**config.mk**
```make
export PLATFORM = sky130hd
export DESIGN_NAME = keyboard_port_registers
export DESIGN_NICKNAME = d
export VERILOG_FILES = /design/src/hdl/kpr_pkg.sv /design/src/hdl/kpr_cfg.sv /design/src/hdl/kpr_core.sv /design/src/hdl/keyboard_port_registers.sv
export SDC_FILE = /design/constraint.sdc
export NUM_CORES = 1
export LEC_CHECK = 0
export ABC_AREA = 1
export BUFFER_PORTS_ARGS = -buffer_cell sky130_fd_sc_hd__buf_2
export CAP_MARGIN = 40
export CORE_MARGIN = 2
export CORE_UTILIZATION = 33
export CTS_CLUSTER_DIAMETER = 60
export CTS_CLUSTER_SIZE = 8
export DETAILED_ROUTE_END_ITERATION = 8
export PLACE_DENSITY = 0.53
export SLEW_MARGIN = 40
export SYNTH_ARGS = -nofsm -noshare
export SYNTH_HDL_FRONTEND = slang
export SYNTH_SLANG_ARGS = --single-unit
export TNS_END_PERCENT = 20
```
**constraint.sdc**
```tcl
create_clock -name clk -period 2.2 [get_ports clk]
set_clock_uncertainty 0.1 [all_clocks]
set_input_delay 0 -clock clk [delete_from_list [all_inputs] [get_ports clk]]
set_output_delay 0 -clock clk [all_outputs]
set_load 0.05 [all_outputs]
```
**src/hdl/kpr_pkg.sv**
```systemverilog
`default_nettype none

package kpr_pkg;

	// request kinds
	localparam logic [2:0] REQ_READ  = 3'd0;
	localparam logic [2:0] REQ_WRITE = 3'd1;
	localparam logic [2:0] REQ_BYTE  = 3'd2;
	localparam logic [2:0] REQ_PRESS = 3'd3;
	localparam logic [2:0] REQ_REL   = 3'd4;
	localparam logic [2:0] REQ_ACK   = 3'd5;

	// register byte offsets
	localparam logic [2:0] OFF_STATUS    = 3'd0;
	localparam logic [2:0] OFF_DATA      = 3'd2;
	localparam logic [2:0] OFF_DATA_HI   = 3'd3;
	localparam logic [2:0] OFF_SCROLL    = 3'd4;
	localparam logic [2:0] OFF_SCROLL_HI = 3'd5;

	// configuration register indexes
	localparam logic [1:0] CFG_MODEL   = 2'd0;
	localparam logic [1:0] CFG_STOP    = 2'd1;
	localparam logic [1:0] CFG_NOTHING = 2'd2;
	localparam logic [1:0] CFG_RESET   = 2'd3;

	localparam logic [7:0] VEC_NORMAL   = 8'o60;
	localparam logic [7:0] VEC_ALT      = 8'o274;
	localparam logic [9:0] SCROLL_RESET = 10'o1330;

	localparam logic [7:0] STOP_RESET    = 8'd0;
	localparam logic [7:0] NOTHING_RESET = 8'd1;
	localparam logic [7:0] RESTART_RESET = 8'd130;

	typedef struct packed {
		logic [2:0]  req_type;
		logic [2:0]  addr_offset;
		logic [15:0] write_data;
		logic [7:0]  key_code;
	} req_t;

	typedef struct packed {
		logic [15:0] read_data;
		logic        write_refused;
		logic        irq_raise;
		logic [7:0]  irq_vector;
		logic        stop_nmi;
		logic        cpu_restart;
		logic        scroll_changed;
		logic        screen_param_valid;
		logic [3:0]  screen_palette;
		logic        screen_mode_bit;
		logic        timer_enable;
		logic        key_released;
	} rsp_t;

	typedef struct packed {
		logic       model_extended;
		logic [7:0] stop_key_code;
		logic [7:0] nothing_key_code;
		logic [7:0] reset_key_code;
	} cfg_t;

endpackage

`default_nettype wire

```
**src/hdl/kpr_cfg.sv**
```systemverilog
`default_nettype none

module kpr_cfg (
	input  wire logic          clk,
	input  wire logic          arst_n,
	input  wire logic          wr_en,
	input  wire logic [1:0]    wr_index,
	input  wire logic [7:0]    wr_data,
	output kpr_pkg::cfg_t      cfg
);

	kpr_pkg::cfg_t cfg_q;

	always_ff @(posedge clk or negedge arst_n) begin
		if (!arst_n) begin
			cfg_q.model_extended   <= 1'b0;
			cfg_q.stop_key_code    <= kpr_pkg::STOP_RESET;
			cfg_q.nothing_key_code <= kpr_pkg::NOTHING_RESET;
			cfg_q.reset_key_code   <= kpr_pkg::RESTART_RESET;
		end else if (wr_en) begin
			case (wr_index)
				kpr_pkg::CFG_MODEL:   cfg_q.model_extended   <= wr_data[0];
				kpr_pkg::CFG_STOP:    cfg_q.stop_key_code    <= wr_data;
				kpr_pkg::CFG_NOTHING: cfg_q.nothing_key_code <= wr_data;
				kpr_pkg::CFG_RESET:   cfg_q.reset_key_code   <= wr_data;
				default: ;
			endcase
		end
	end

	assign cfg = cfg_q;

endmodule

`default_nettype wire

```
**src/hdl/kpr_core.sv**
```systemverilog
`default_nettype none

module kpr_core (
	input  wire logic          clk,
	input  wire logic          arst_n,
	input  wire logic          en,
	input  wire kpr_pkg::req_t req,
	input  wire kpr_pkg::cfg_t cfg,
	output kpr_pkg::rsp_t      rsp
);

	logic       irq_dis_q, ready_q, irq_pend_q, key_up_q, timer_q;
	logic [6:0] key_data_q;
	logic [9:0] scroll_q;

	logic       irq_dis_d, ready_d, irq_pend_d, key_up_d, timer_d;
	logic [6:0] key_data_d;
	logic [9:0] scroll_d;
	logic       scroll_wr;
	logic [9:0] scroll_new;
	logic [7:0] b;
	kpr_pkg::rsp_t r;

	assign b = req.write_data[7:0];

	always_comb begin
		r          = '0;
		irq_dis_d  = irq_dis_q;
		ready_d    = ready_q;
		irq_pend_d = irq_pend_q;
		key_up_d   = key_up_q;
		timer_d    = timer_q;
		key_data_d = key_data_q;
		scroll_wr  = 1'b0;
		scroll_new = scroll_q;

		case (req.req_type)
			kpr_pkg::REQ_READ: begin
				case (req.addr_offset)
					kpr_pkg::OFF_STATUS: r.read_data = {8'd0, ready_q, irq_dis_q, 6'd0};
					kpr_pkg::OFF_DATA: begin
						r.read_data = {9'd0, key_data_q};
						ready_d     = 1'b0;
					end
					kpr_pkg::OFF_SCROLL: r.read_data = {6'd0, scroll_q};
					default: ;
				endcase
			end
			kpr_pkg::REQ_WRITE: begin
				case (req.addr_offset)
					kpr_pkg::OFF_STATUS: irq_dis_d = req.write_data[6];
					kpr_pkg::OFF_DATA: begin
						if (cfg.model_extended) begin
							r.screen_param_valid = 1'b1;
							r.screen_palette     = req.write_data[11:8];
							r.screen_mode_bit    = req.write_data[15];
							timer_d              = ~req.write_data[14];
						end else begin
							r.write_refused = 1'b1;
						end
					end
					kpr_pkg::OFF_SCROLL: begin
						scroll_wr  = 1'b1;
						scroll_new = {req.write_data[9], 1'b0, req.write_data[7:0]};
					end
					default: ;
				endcase
			end
			kpr_pkg::REQ_BYTE: begin
				case (req.addr_offset)
					kpr_pkg::OFF_STATUS: irq_dis_d = b[6];
					kpr_pkg::OFF_DATA:   r.write_refused = 1'b1;
					kpr_pkg::OFF_DATA_HI: begin
						if (cfg.model_extended) begin
							r.screen_param_valid = 1'b1;
							r.screen_palette     = b[3:0];
							r.screen_mode_bit    = b[7];
							timer_d              = ~b[6];
						end else begin
							r.write_refused = 1'b1;
						end
					end
					kpr_pkg::OFF_SCROLL: begin
						scroll_wr  = 1'b1;
						scroll_new = {scroll_q[9], 1'b0, b};
					end
					kpr_pkg::OFF_SCROLL_HI: begin
						// byte bit 1 lands in scroll bit 9
						scroll_wr  = 1'b1;
						scroll_new = {b[1], 1'b0, scroll_q[7:0]};
					end
					default: ;
				endcase
			end
			kpr_pkg::REQ_PRESS: begin
				// priority: stop, then ignored key, then restart
				if (req.key_code == cfg.stop_key_code) begin
					r.stop_nmi = 1'b1;
				end else if (req.key_code == cfg.nothing_key_code) begin
				end else if (req.key_code == cfg.reset_key_code) begin
					r.cpu_restart = 1'b1;
				end else begin
					ready_d    = 1'b1;
					key_data_d = req.key_code[6:0];
					key_up_d   = 1'b0;
					if (!irq_pend_q && !irq_dis_q) begin
						irq_pend_d   = 1'b1;
						r.irq_raise  = 1'b1;
						r.irq_vector = req.key_code[7] ? kpr_pkg::VEC_ALT
						                               : kpr_pkg::VEC_NORMAL;
					end
				end
			end
			kpr_pkg::REQ_REL: key_up_d   = 1'b1;
			kpr_pkg::REQ_ACK: irq_pend_d = 1'b0;
			default: ;
		endcase

		scroll_d         = scroll_new;
		r.scroll_changed = scroll_wr && (scroll_new != scroll_q);
		r.timer_enable   = timer_d;
		r.key_released   = key_up_d;
	end

	always_ff @(posedge clk or negedge arst_n) begin
		if (!arst_n) begin
			irq_dis_q  <= 1'b0;
			ready_q    <= 1'b0;
			irq_pend_q <= 1'b0;
			key_up_q   <= 1'b1;
			timer_q    <= 1'b0;
			key_data_q <= 7'd0;
			scroll_q   <= kpr_pkg::SCROLL_RESET;
		end else if (en) begin
			irq_dis_q  <= irq_dis_d;
			ready_q    <= ready_d;
			irq_pend_q <= irq_pend_d;
			key_up_q   <= key_up_d;
			timer_q    <= timer_d;
			key_data_q <= key_data_d;
			scroll_q   <= scroll_d;
		end
	end

	assign rsp = r;

endmodule

`default_nettype wire

```
**src/hdl/keyboard_port_registers.sv**
```systemverilog
// Pipeline: a request passes an input register (req_s1), then a result register (rsp_q).
// Throughput: one request per cycle while rsp_stall does not hold the result; the result
//   register frees the input side whenever it is empty or being taken in the same cycle.
// Reset (arst_n low, asynchronous): state resets, data registers do not; no result pending.
`default_nettype none

module keyboard_port_registers (
	input  wire logic          clk,
	input  wire logic          arst_n,
	input  wire logic          req_valid,
	output logic               req_stall,
	input  wire kpr_pkg::req_t req,
	output logic               rsp_valid,
	input  wire logic          rsp_stall,
	output kpr_pkg::rsp_t      rsp,
	input  wire logic          cfg_valid,
	output logic               cfg_ready,
	input  wire logic [1:0]    cfg_index,
	input  wire logic [7:0]    cfg_data
);

	kpr_pkg::req_t req_s1;
	logic          vld_s1;
	kpr_pkg::rsp_t rsp_q;
	logic          rsp_vld_q;
	kpr_pkg::rsp_t core_rsp;
	kpr_pkg::cfg_t cfg;
	logic          out_free, adv;

	assign out_free  = !rsp_vld_q || !rsp_stall;
	assign adv       = vld_s1 && out_free;
	assign req_stall = vld_s1 && !out_free;
	assign cfg_ready = 1'b1;

	kpr_cfg u_cfg (
		.clk      (clk),
		.arst_n   (arst_n),
		.wr_en    (cfg_valid && cfg_ready),
		.wr_index (cfg_index),
		.wr_data  (cfg_data),
		.cfg      (cfg)
	);

	kpr_core u_core (
		.clk    (clk),
		.arst_n (arst_n),
		.en     (adv),
		.req    (req_s1),
		.cfg    (cfg),
		.rsp    (core_rsp)
	);

	always_ff @(posedge clk or negedge arst_n) begin
		if (!arst_n) begin
			vld_s1    <= 1'b0;
			rsp_vld_q <= 1'b0;
		end else begin
			if (req_valid && !req_stall)
				vld_s1 <= 1'b1;
			else if (adv)
				vld_s1 <= 1'b0;
			if (adv)
				rsp_vld_q <= 1'b1;
			else if (!rsp_stall)
				rsp_vld_q <= 1'b0;
		end
	end

	always_ff @(posedge clk) begin
		if (req_valid && !req_stall)
			req_s1 <= req;
		if (adv)
			rsp_q <= core_rsp;
	end

	assign rsp_valid = rsp_vld_q;
	assign rsp       = rsp_q;

endmodule

`default_nettype wire

```
After elaboration in Yosys (flattened, before gate mapping)

Index checks and enable logic that the tools add are counted.

Word-level logic and storage cells: 132
Output and inout port bits: 40
Register bits after elaboration: 116
Input bits: 45

Reduce and logical (&&, ||, !) cells: 31
Equality and inequality tests: 22
Multiplexer cells: 43
Bitwise gates (word level): 7

Operators with widths:

| kind                                                                     | number |
|---|---|
| 10-bit one-hot mux with 2 select lines                                   | 2 |
| 10-bit one-hot mux with 3 select lines                                   | 1 |
| 1-bit two-way mux                                                        | 25 |
| 8-bit equality test                                                      | 3 |
| 6-bit two-way mux                                                        | 4 |
| 1-bit one-hot mux with 2 select lines                                    | 7 |
| 3-bit by 2-bit equality test with 1-bit output (second input constant)   | 4 |
| 3-bit equality test (second input constant)                              | 4 |
| 6-bit one-hot mux with 2 select lines                                    | 1 |
| 6-bit AND reduction                                                      | 2 |
| 10-bit two-way mux                                                       | 1 |
| 10-bit inequality test                                                   | 1 |
| 9-bit two-way mux                                                        | 1 |
| 8-bit two-way mux                                                        | 1 |
| 2-bit AND reduction                                                      | 4 |
| 1-bit inverter                                                           | 7 |
| 1-bit zero test                                                          | 6 |
| 3-bit zero test                                                          | 2 |
| 2-bit by 1-bit inequality test with 1-bit output (second input constant) | 3 |
| 2-bit inequality test (second input constant)                            | 3 |
| 2-bit nonzero test                                                       | 3 |
| 1-bit logical AND                                                        | 5 |
| 5-bit AND reduction                                                      | 1 |
| 5-bit OR reduction                                                       | 1 |
| other kinds (9)                                                          | 11 |

Logic depth before layout (Yosys ltp)

Gate-level depths: netlist (run 1).

Word-level depth: 7
Mapped depth: 11
Mapped depth without buffers: 11

Hierarchy

A second synthesis (run 1) with hierarchy kept.

Cell total of the unflattened synthesis: 575
Area total of the unflattened synthesis: 5450.2 um^2

By module, submodules not included:

| module                  | times used | area an instance (um^2) | seq. area each (um^2) | cells each |
|---|---|---|---|---|
| kpr_core                | 1          | 2262.2                  | 558.0                 | 380 |
| keyboard_port_registers | 1          | 2118.3                  | 2062.0                | 81 |
| kpr_cfg                 | 1          | 1069.8                  | 629.4                 | 114 |

Least setup slack after synthesis (run 1)

No wires, ideal clock.

Path type: register to register
Start: reg rsp_vld_q (netlist: rsp_valid)
End: reg req_s1[0] (netlist name), enable pin
Stages on the path, launching flop included: 6
Arrival: 2.020 ns
Library setup time: 0.379 ns
Clock period less this slack: 2.498 ns
Setup slack: -0.298 ns
Buffers on the path: 0
Data required time: 1.721 ns
Path through: dfrtp_1 > nand2_1 > nor2_1 > inv_1 > nand2_1 > inv_1

Longest elaborated chain between the ends: 6

Ends and longest elaborated chain:

| item                     | line                          | source |
|---|---|---|
| start: declaration       | keyboard_port_registers.sv:25 | `logic rsp_vld_q;` |
| start signal: assignment | keyboard_port_registers.sv:56 | `rsp_vld_q <= 1'b0;` |
| start signal: assignment | keyboard_port_registers.sv:63 | `rsp_vld_q <= 1'b1;` |
| start signal: assignment | keyboard_port_registers.sv:65 | `rsp_vld_q <= 1'b0;` |
| 1-bit zero test          | keyboard_port_registers.sv:30 | `assign out_free = !rsp_vld_q \|\| !rsp_stall;` |
| 1-bit logical OR         | keyboard_port_registers.sv:30 |  |
| 1-bit zero test          | keyboard_port_registers.sv:32 | `assign req_stall = vld_s1 && !out_free;` |
| 1-bit logical AND        | keyboard_port_registers.sv:32 |  |
| via req_stall            | keyboard_port_registers.sv:11 | `output logic req_stall,` |
| 1-bit zero test          | keyboard_port_registers.sv:70 | `if (req_valid && !req_stall)` |
| 1-bit logical AND        | keyboard_port_registers.sv:70 |  |
| end signal: assignment   | keyboard_port_registers.sv:71 | `req_s1 <= req;` |
| end: declaration         | keyboard_port_registers.sv:22 | `kpr_pkg::req_t req_s1;` |

The timed path passes the listed nets, and every way through them passes these cells.
A chain may end at the register's enable or synchronous reset.

==> impl_metrics.py, run 1 <==
metrics = {
    "placement": {
        "place.port_buffers": 72,
        "post-dp-hpwl_um": 7556,
        "gp_congestion": 0.7903,
        "pre_cts_slack_ns": 0.3118,
    },
    "setup_path": {
        "max_stage_delay_ns": 0.51,
        "timing.critical_path.fanout_max": 11,
        "cp-start-kind": "flip-flop",
        "r2r_slack_ns": 0.29,
        "cp_slowest_cell": "a21oi_2",
        "crit_type": "flip-flop to flip-flop",
        "endpoint_kind": "flip-flop",
        "path_cells": "inv_2 -> nand3_2 -> a21oi_2 -> nand3_1 -> nand2_1 -> inv_1 -> nand2_1 -> nor2_1 -> nand3_1",
        "arrival_ns": 2.02,
        "rr_worst_depth": 9,
        "worst_ep_required_time_ns": 2.31,
    },
    "sta": {
        "fin_setup_tns_ns": 0,
        "fmax_mhz": 524.1,
        "period_minus_slack_ns": 1.908,
        "finalHoldViolCount": 0,
        "period_share_pct": 86.72,
        "maxSlewViolCount": 0,
        "setup_viol": 0,
        "worst_slack_ns": 0.2921,
        "worst_pin_slew_ns": 0.6762,
        "timing.hold.ws_ns": 0.2158,
        "maxSlewHeadroom_pct": 54.92,
        "rsz0062_at_grt": "false",
    },
    "clock_tree": {
        "clkLatencyLatePin_ns": 0.35,
        "cts-resized-gates": 0,
        "clkTransAtPathRegs_ns": 0.07,
        "clock-root-buffer": "clkbuf_16",
        "h-tree-depth": 3,
        "postCtsSetupRepairBufs": 0,
        "cts_tree": "yes",
        "cts_buffers": 9,
        "clock-sinks": 102,
        "cts_buffer_depth": 2,
    },
    "synth": {
        "synth_mux_area_share_pct": 0.2098,
        "yosys_warnings": 0,
        "syn-cell-area_um2": 4772,
        "synthAdderAreaFrac_pct": 0,
        "synthSimpleGateAreaFrac_pct": 22.76,
        "yosysTopAreaCellShare_pct": 33.35,
        "ys_async_sr_fraction_pct": 48.04,
        "synth_compound_area_share_pct": 6.660,
        "synth_top_family_by_area": "simple AND/OR/NAND/NOR gates",
        "yosys.area.top_type": "edfxtp_1",
        "ys_seq_elements": 102,
        "synthXorXnorAreaFrac_pct": 2.019,
        "synth_cell_type_count": 34,
        "ys.flop_type": "edfxtp_1",
        "synth_edf_count": 53,
        "yosys-top-cells-area": "edfxtp_1 (33%), dfrtp_1 (21%), nand2_1 (12%), dfstp_2 (5.0%), inv_1 (5.0%)",
        "synth_cells": 511,
        "ys_seq_area_share_pct": 59.28,
        "syn_avg_cell_area_um2": 9.339,
    },
    "floorplan": {
        "start_util_pct": 34.11,
        "die-area_um2": 15440,
        "die_h_um": 124.3,
        "ios": 85,
        "rows": 43,
        "core_area_um2": 13990,
        "die_w_um": 124.3,
    },
    "cells_and_area": {
        "areaGrowthSynthToFinish_pct": 27.40,
        "num-nets-final": 676,
        "fill_cells": 1379,
        "num_antenna_cells": 0,
        "drive_gt1_share_pct": 21.23,
    },
    "run": {
        "drv_cap": 0,
    },
    "drt": {
        "drc_errors": 0,
        "postRouteAntennaNets": 0,
        "dr.pass1.iters": 4,
        "drtIter0Drc": 245,
        "vias_per_cell": 4.548,
        "routedWlPerCell_um": 13.09,
        "routed_wl_um": 10690,
        "vias": 3711,
    },
    "run_status": {
        "status": "finished, final reports clean",
    },
    "power": {
        "ir_drop_v": 0.0003461,
        "p_per_area_nw_per_um2": 895.5,
        "p_leak_nw": 2.798,
    },
    "global_route": {
        "grt_max_degree": 50,
        "grt_pass1_vias": 3620,
        "antenna_found_initial": 0,
        "met2_usage_pct": 22.92,
        "use_met3_pct": 1.890,
        "grt_first_pass_wirelength_um": 17330,
        "gr-usage-all-layers_pct": 14.11,
        "grt.overflow.total": 0,
        "use_met1_pct": 18.76,
        "grt-busiest-layer": "met2",
    },
    "min_path": {
        "hold_class": "input port to asynchronous set/reset pin",
    },
}
==> critical path: cells and delay by family (launching register included) <==
kind                   cells  cell delay [ns]
DFF                        1             0.40
and+or+nand+nor            6             0.59
buffers and inverters      2             0.17
AOI/OAI and AO/OA          1             0.51
==> flip-flops by register name, indices dropped and copies added (netlist names) <==
signal and count:
u_core.key_data_q 7, u_core.scroll_q 10, vld_s1 1, u_core.ready_q 1, u_core.timer_q 1, u_core.key_up_q 1, u_core.irq_dis_q 1, u_cfg.cfg 25
req_s1 28, u_core.irq_pend_q 1, rsp_valid 1, rsp 25
==> layout make-up <==
cell class	count	area, um2	share of cell area (%)
sequential	102	2829	46.53
multi-input combinational	321	1555	25.58
timing repair buffer	121	835.8	13.75
inverter	76	285.3	4.692
clock buffer	11	242.7	3.993
tap	180	225.2	3.704
clock inverter	5	106.4	1.749
==> metrics by stage <==
step                      instance area [um2]  power, W  utilization (%)  instances
final                                    6080  0.005444            43.46        816
after global routing                     6080  0.005725            43.46        816
after CTS                                6080  0.005500            43.46        816
after detailed placement                 5300  0.003583            37.89        757
after global placement                   5300  0.003557            37.89        757
after floorplan                          4817  0.003314                -        519
==> cells by family after synthesis <==
family	count (synthesis)
XOR/XNOR	11
other	2
buffers and inverters	96
AND/OR/NAND/NOR	239
AO/OA/AOI/OAI	60
multiplexers	1
flip-flops	102
==> cells in the mapped netlist (2+ instances only) <==
| cell | count |
|---|---|
| clkbuf_1 | 3 |
| nand2_4 | 4 |
| nand3_1 | 36 |
| o21ai_1 | 16 |
| nor3_1 | 4 |
| buf_6 | 2 |
| nor2_4 | 2 |
| dfstp_2 | 9 |
| nand2_2 | 5 |
| inv_1 | 63 |
| xnor2_1 | 10 |
| nor2_2 | 3 |
| buf_4 | 13 |
| a21oi_1 | 9 |
| dfrtp_1 | 40 |
| nand2_1 | 148 |
| conb_1 | 2 |
| inv_2 | 12 |
| o21ai_0 | 30 |
| nand3_2 | 4 |
| edfxtp_1 | 53 |
| nand4_1 | 13 |
| nor2_1 | 19 |
==> layout by cell type (no fill, tap or decap), drive strengths merged, types with 3 or more instances in the layout <==
cell / count
a21oi: 10
buf: 78
bufinv: 3
clkbuf: 11
conb: 10
dfrtp: 40
dfstp: 9
dlygate4sd3: 43
edfxtp: 53
inv: 76
nand2: 157
nand3: 40
nand4: 13
nor2: 25
nor3: 4
o21ai: 46
xnor2: 10
==> path summary, 6_finish.rpt <==
check | start | end
max in group asynchronous | arst_n | u_core.irq_pend_q
worst max-delay path | req_s1[29] | rsp[8]
worst min register to register | u_core.key_up_q | u_core.key_up_q
worst max register to register | req_s1[29] | rsp[8]
min in group clk | req[9] | req_s1[9]
worst min-delay path | arst_n | u_cfg.cfg[18]
==> report_power, final <==
group | internal, W | switching, W
combinational | 0.000336 | 0.000677
clock | 0.00115 | 0.000701
sequential | 0.00238 | 0.000207
==> timing repair <==
action | 4_1_cts | 5_1_grt
endpoints found under the setup margin | 0 | 0
hold buffers | 43 | 0
endpoints found under the hold margin | 95 | 0
==> layer usage <==
layer | up-vias | share of wire, %
li1 | 1870 | -
met4 | 0 | 1.5
met5 | - | 0
met2 | 83 | 47
met3 | 14 | 3.6
met1 | 1744 | 48
No activity file was read; power rests on OpenSTA's default activity.
==> inputs of run 2 (changes only) <==
--- a/config.mk
+++ b/config.mk
@@ -13,9 +13,10 @@
 export CTS_CLUSTER_DIAMETER = 60
 export CTS_CLUSTER_SIZE = 8
 export DETAILED_ROUTE_END_ITERATION = 8
-export PLACE_DENSITY = 0.53
+export PLACE_DENSITY = 0.5
 export SLEW_MARGIN = 40
 export SYNTH_ARGS = -nofsm -noshare
 export SYNTH_HDL_FRONTEND = slang
+export SYNTH_HIERARCHICAL = 1
 export SYNTH_SLANG_ARGS = --single-unit
 export TNS_END_PERCENT = 20
==> constraint.sdc (replaced) <==
create_clock -name clk -period 2.05 [get_ports clk]
set_clock_uncertainty 0.1 [all_clocks]
set_input_delay 0 -clock clk [delete_from_list [all_inputs] [get_ports clk]]
set_output_delay 0 -clock clk [all_outputs]
set_load 0.05 [all_outputs]
==> impl_metrics.py, run 2 <==
metrics = {
    "run": {
        "drv_cap": 0,
    },
    "drt": {
        "routedWlPerCell_um": 13.47,
        "drtIter0Drc": 248,
        "drc_errors": 0,
        "vias": 4270,
        "dr.pass1.iters": 5,
        "postRouteAntennaNets": 0,
        "vias_per_cell": 4.538,
        "routed_wl_um": 12680,
    },
    "placement": {
        "post-dp-hpwl_um": 8856,
        "gp_congestion": 0.7931,
        "place.port_buffers": 81,
        "pre_cts_slack_ns": 0.2089,
    },
    "floorplan": {
        "start_util_pct": 33.81,
        "rows": 46,
        "ios": 85,
        "core_area_um2": 15940,
        "die-area_um2": 17370,
        "die_h_um": 131.8,
        "die_w_um": 131.8,
    },
    "setup_path": {
        "r2r_end": "rsp[8]",
        "crit_type": "flip-flop to flip-flop",
        "crit_end": "rsp[8]",
        "r2r_slack_ns": 0.19,
        "crit_start": "req_s1[28]",
        "rr_worst_depth": 9,
        "timing.critical_path.fanout_max": 18,
        "endpoint_kind": "flip-flop",
        "arrival_ns": 2.04,
        "r2r-start": "req_s1[28]",
        "worst_ep_required_time_ns": 2.23,
        "cp-start-kind": "flip-flop",
    },
    "sta": {
        "finalHoldViolCount": 0,
        "fin_setup_tns_ns": 0,
        "maxSlewHeadroom_pct": 55.95,
        "period_share_pct": 90.56,
        "timing.hold.ws_ns": 0.1320,
        "worst_pin_slew_ns": 0.6607,
        "period_minus_slack_ns": 1.856,
        "rsz0062_at_grt": "false",
        "setup_viol": 0,
        "worst_slack_ns": 0.1936,
        "fmax_mhz": 538.7,
        "maxSlewViolCount": 0,
    },
    "global_route": {
        "grt.overflow.total": 0,
        "grt_max_degree": 50,
        "grt_first_pass_wirelength_um": 21070,
        "met2_usage_pct": 24.99,
        "use_met1_pct": 20.09,
        "grt_pass1_vias": 4219,
        "antenna_found_initial": 0,
        "gr-usage-all-layers_pct": 15.63,
        "grt-busiest-layer": "met2",
        "use_met3_pct": 3.845,
    },
    "cells_and_area": {
        "num-nets-final": 757,
        "final_cell_mix": "nand2_1 (189), buf_2 (81), inv_1 (67)",
        "final_common_cell": "nand2_1",
        "num_antenna_cells": 0,
        "fill_cells": 1568,
        "drive_gt1_share_pct": 20.55,
        "areaGrowthSynthToFinish_pct": 29.83,
        "fin_util_pct": 43.89,
        "largest_reg_flops": 37,
    },
    "power": {
        "switching_power_w": 0.001940,
        "p_leak_nw": 3.218,
        "p_int_w": 0.004747,
        "p_seq_share_pct": 45.4,
        "p_per_area_nw_per_um2": 955.7,
        "ir_drop_v": 0.0005893,
        "clkPwrFrac_pct": 37.4,
        "p_comb_share_pct": 17.3,
        "p_sw_share_pct": 29.01,
    },
    "clock_tree": {
        "cts_buffer_depth": 2,
        "clock-sinks": 114,
        "clkTransAtPathRegs_ns": 0.05,
        "cts_tree": "yes",
        "clock-root-buffer": "clkbuf_16",
        "clkLatencyLatePin_ns": 0.41,
        "h-tree-depth": 4,
        "cts_buffers": 17,
    },
    "synth": {
        "synth_cells": 573,
        "yosys_warnings": 6,
        "syn_avg_cell_area_um2": 9.407,
        "syn-cell-area_um2": 5390,
    },
    "min_path": {
        "hold_class": "input port to asynchronous set/reset pin",
    },
    "run_status": {
        "status": "finished, final reports clean",
    },
}
## run 2: layout make-up
| type | instances | area [um2] | area share (%) |
|---|---|---|---|
| multi-input cells | 362 | 1744 | 24.92 |
| flip-flops and latches | 114 | 3191 | 45.59 |
| clock buffers | 24 | 461.7 | 6.598 |
| well taps | 216 | 270.3 | 3.862 |
| clock inverters | 8 | 37.54 | 0.5364 |
| repair buffers | 143 | 1013 | 14.48 |
| inverters | 74 | 280.3 | 4.005 |
## run 2: how the worst min path moves through the flow
stage / start / end / slack (ns) / cells after the start
finish: arst_n / u_cfg/cfg[6] / 0.13 / 3
global route: req[6] / req_s1[6] / 0.20 / 2
CTS: arst_n / u_cfg/cfg[23] / 0.16 / 3
detailed placement: arst_n / u_cfg/cfg[6] / 0.06 / 2
global placement: arst_n / u_cfg/cfg[6] / 0.06 / 2
floorplan: arst_n / rsp_valid / -0.40 / 0
## run 2: what timing repair did
action                                  4_1_cts  5_1_grt
gates resized for setup                       0        3
hold buffers                                 52        0
endpoints found under the setup margin        0        1
endpoints found under the hold margin        97        0
setup buffers                                 0        0
## run 2: power groups by stage
| stage | logic [W] | clock network, W | registers [W] |
|---|---|---|---|
| finish | 0.00115 | 0.00250 | 0.00303 |
| global route | 0.00131 | 0.00267 | 0.00307 |
| CTS | 0.00116 | 0.00257 | 0.00303 |
| detailed placement | 0.00109 | 0 | 0.00307 |
| global placement | 0.00106 | 0 | 0.00306 |
| floorplan | 0.000628 | 0 | 0.00323 |
## run 2: worst max-delay path, stage by stage, from the launching register on
cell and delay, ns:
edfxtp_1 0.44, inv_1 0.15, nand3_2 0.17, nand2_4 0.23
nand2_4 0.17, nor2_1 0.19, nand2_1 0.08, nand4_1 0.08
nor2_1 0.05, nand3_1 0.06
## run 2: routing by layer
| layer | routed length [um] | vias to the layer above |
|---|---|---|
| li1 | - | 2152 |
| met2 | 6132 | 95 |
| met4 | 277 | 0 |
| met5 | 0 | - |
| met1 | 5719 | 2002 |
| met3 | 548 | 21 |
## run 2: per-stage QoR
step | total power [W] | instances | instance area (um2)
final | 0.006688 | 941 | 6998
after global routing | 0.007057 | 941 | 6998
after CTS | 0.006768 | 941 | 6990
after global placement | 0.004120 | 857 | 5971
after floorplan | 0.003855 | 581 | 5435
after detailed placement | 0.004156 | 857 | 5971
==> inputs of run 3 (changes only) <==
--- a/config.mk
+++ b/config.mk
@@ -6,8 +6,7 @@
 export NUM_CORES = 1
 export LEC_CHECK = 0
 export ABC_AREA = 1
-export BUFFER_PORTS_ARGS = -buffer_cell sky130_fd_sc_hd__buf_2
-export CAP_MARGIN = 40
+export BUFFER_PORTS_ARGS = -buffer_cell sky130_fd_sc_hd__buf_4
 export CORE_MARGIN = 2
 export CORE_UTILIZATION = 33
 export CTS_CLUSTER_DIAMETER = 60
==> impl_metrics.py, run 3 (synthesis results as in run 2) <==
metrics = {
    "run_status": {
        "status": "finished, final reports clean",
    },
    "setup_path": {
        "crit_family": "buffers and inverters",
        "max_stage_delay_ns": 0.58,
        "crit_type": "input port to flip-flop",
        "cp-start-kind": "input port",
        "rr_worst_depth": 10,
        "r2r_slack_ns": 0.23,
        "r2r_end": "rsp[19]",
        "path_cells": "dlygate4sd3_1 -> buf_4 -> nor2_1 -> nand3_1 -> dlygate4sd3_1 -> nand2_1 -> dlygate4sd3_1",
        "r2r-start": "req_s1[1]",
        "cp_slowest_cell": "dlygate4sd3_1",
        "worst_ep_required_time_ns": 2.31,
        "crit_top_cell": "dlygate4sd3_1",
        "crit_buf_inv": 4,
        "arrival_ns": 2.20,
        "endpoint_kind": "flip-flop",
        "timing.critical_path.fanout_max": 20,
    },
    "min_path": {
        "hold_class": "input port to asynchronous set/reset pin",
    },
    "drt": {
        "vias_per_cell": 4.514,
        "postRouteAntennaNets": 0,
        "vias": 4252,
        "dr.pass1.iters": 5,
        "drtIter0Drc": 251,
        "routedWlPerCell_um": 13.28,
        "routed_wl_um": 12510,
        "drc_errors": 0,
    },
    "clock_tree": {
        "cts_tree": "yes",
        "cts_hold_buf": 54,
        "h-tree-depth": 4,
        "clkTransAtPathRegs_ns": 0.05,
        "cts_buffer_depth": 2,
        "clock-root-buffer": "clkbuf_16",
        "clkLatencyLatePin_ns": 0.42,
        "cts-resized-gates": 0,
        "clock-sinks": 114,
        "cts_buffers": 17,
        "postCtsSetupRepairBufs": 0,
    },
    "sta": {
        "rsz0062_at_grt": "false",
        "period_minus_slack_ns": 1.938,
        "fmax_mhz": 515.9,
        "worst_pin_slew_ns": 0.6622,
        "period_share_pct": 94.55,
        "finalHoldViolCount": 0,
        "setup_viol": 0,
        "maxSlewHeadroom_pct": 55.86,
        "maxSlewViolCount": 0,
        "fin_setup_tns_ns": 0,
    },
    "global_route": {
        "grt_first_pass_wirelength_um": 20760,
        "grt.overflow.total": 0,
        "grt_pass1_vias": 4291,
        "grt_max_degree": 50,
        "antenna_found_initial": 0,
        "gr-usage-all-layers_pct": 15.26,
    },
    "floorplan": {
        "start_util_pct": 33.81,
        "die_h_um": 131.8,
        "die_w_um": 131.8,
        "die-area_um2": 17370,
        "core_area_um2": 15940,
        "rows": 46,
        "ios": 85,
    },
    "placement": {
        "post-dp-hpwl_um": 8924,
        "placed_cell_area_um2": 6166,
        "place.port_buffers": 81,
        "gp_congestion": 0.7868,
        "placed_cells": 856,
    },
    "cells_and_area": {
        "largest_reg_flops": 37,
        "drive_gt1_share_pct": 20.66,
        "num_antenna_cells": 0,
        "areaGrowthSynthToFinish_pct": 35.58,
        "fin_cells": 942,
        "final_cell_mix": "nand2_1 (190), buf_4 (89), inv_1 (67)",
        "final_common_cell": "nand2_1",
        "num-nets-final": 758,
        "finalInstanceArea_um2": 7308,
    },
    "power": {
        "p_per_area_nw_per_um2": 982.1,
        "ir_drop_v": 0.0005826,
        "p_leak_nw": 3.336,
    },
    "run": {
        "drv_cap": 0,
    },
}
## run 3: report_power, final
part           internal (W)  switching (W)  total (W)  leakage (nW)
clock network       0.00196       0.000976    0.00294         0.299
registers           0.00281       0.000218    0.00303          1.23
logic              0.000457       0.000758    0.00122          1.81
## run 3: layout make-up
| class | instances | area, um2 |
|---|---|---|
| sequential | 114 | 3191 |
| tap | 216 | 270.3 |
| multi-input combinational | 362 | 1739 |
| inverter | 74 | 277.8 |
| clock buffer | 29 | 561.8 |
| clock inverter | 3 | 40.04 |
| timing repair buffer | 144 | 1229 |
| fill | 1569 | 8635 |
## run 3: worst reg2reg max path: cells and delay by family, from the launching register on
| kind | cells | cell delay, ns |
|---|---|---|
| simple gates | 8 | 0.73 |
| flops | 1 | 0.49 |
| buf+inv | 2 | 0.25 |
## run 3: routing by layer
layer | global-route usage [%] | vias up | part of all wire [%]
met5 | 0 | - | 0
met3 | 3.652 | 23 | 3.7
li1 | - | 2149 | -
met1 | 18.99 | 1988 | 45
met2 | 25.31 | 92 | 49
met4 | 6.824 | 0 | 2.3
## run 3: worst max-delay path by stage
| stage | from | end | cells after the start |
|---|---|---|---|
| 4_1_cts | cfg_index[1] | u_cfg/cfg[24] | 7 |
| 2_1_floorplan | rsp_valid | u_core/irq_dis_q | 5 |
| 5_1_grt | req_s1[24] | rsp[8] | 10 |
| 3_5_place_dp | req_s1[1] | rsp[16] | 10 |
| 3_3_place_gp | req_s1[1] | rsp[19] | 10 |
| 6_report | cfg_index[1] | u_cfg/cfg[24] | 7 |
## run 3: metrics by stage
step,setup WS (ns),total power [W],hold slack [ns],utilization (%)
floorplan,0.02208,0.003855,-0.3956,-
global placement,0.2475,0.004177,-0.02311,38.68
detailed placement,0.2346,0.004210,-0.01881,38.68
CTS,0.1801,0.007257,0.07783,45.84
global route,0.02760,0.007527,0.1179,45.84
finish,0.1116,0.007178,0.05454,45.84
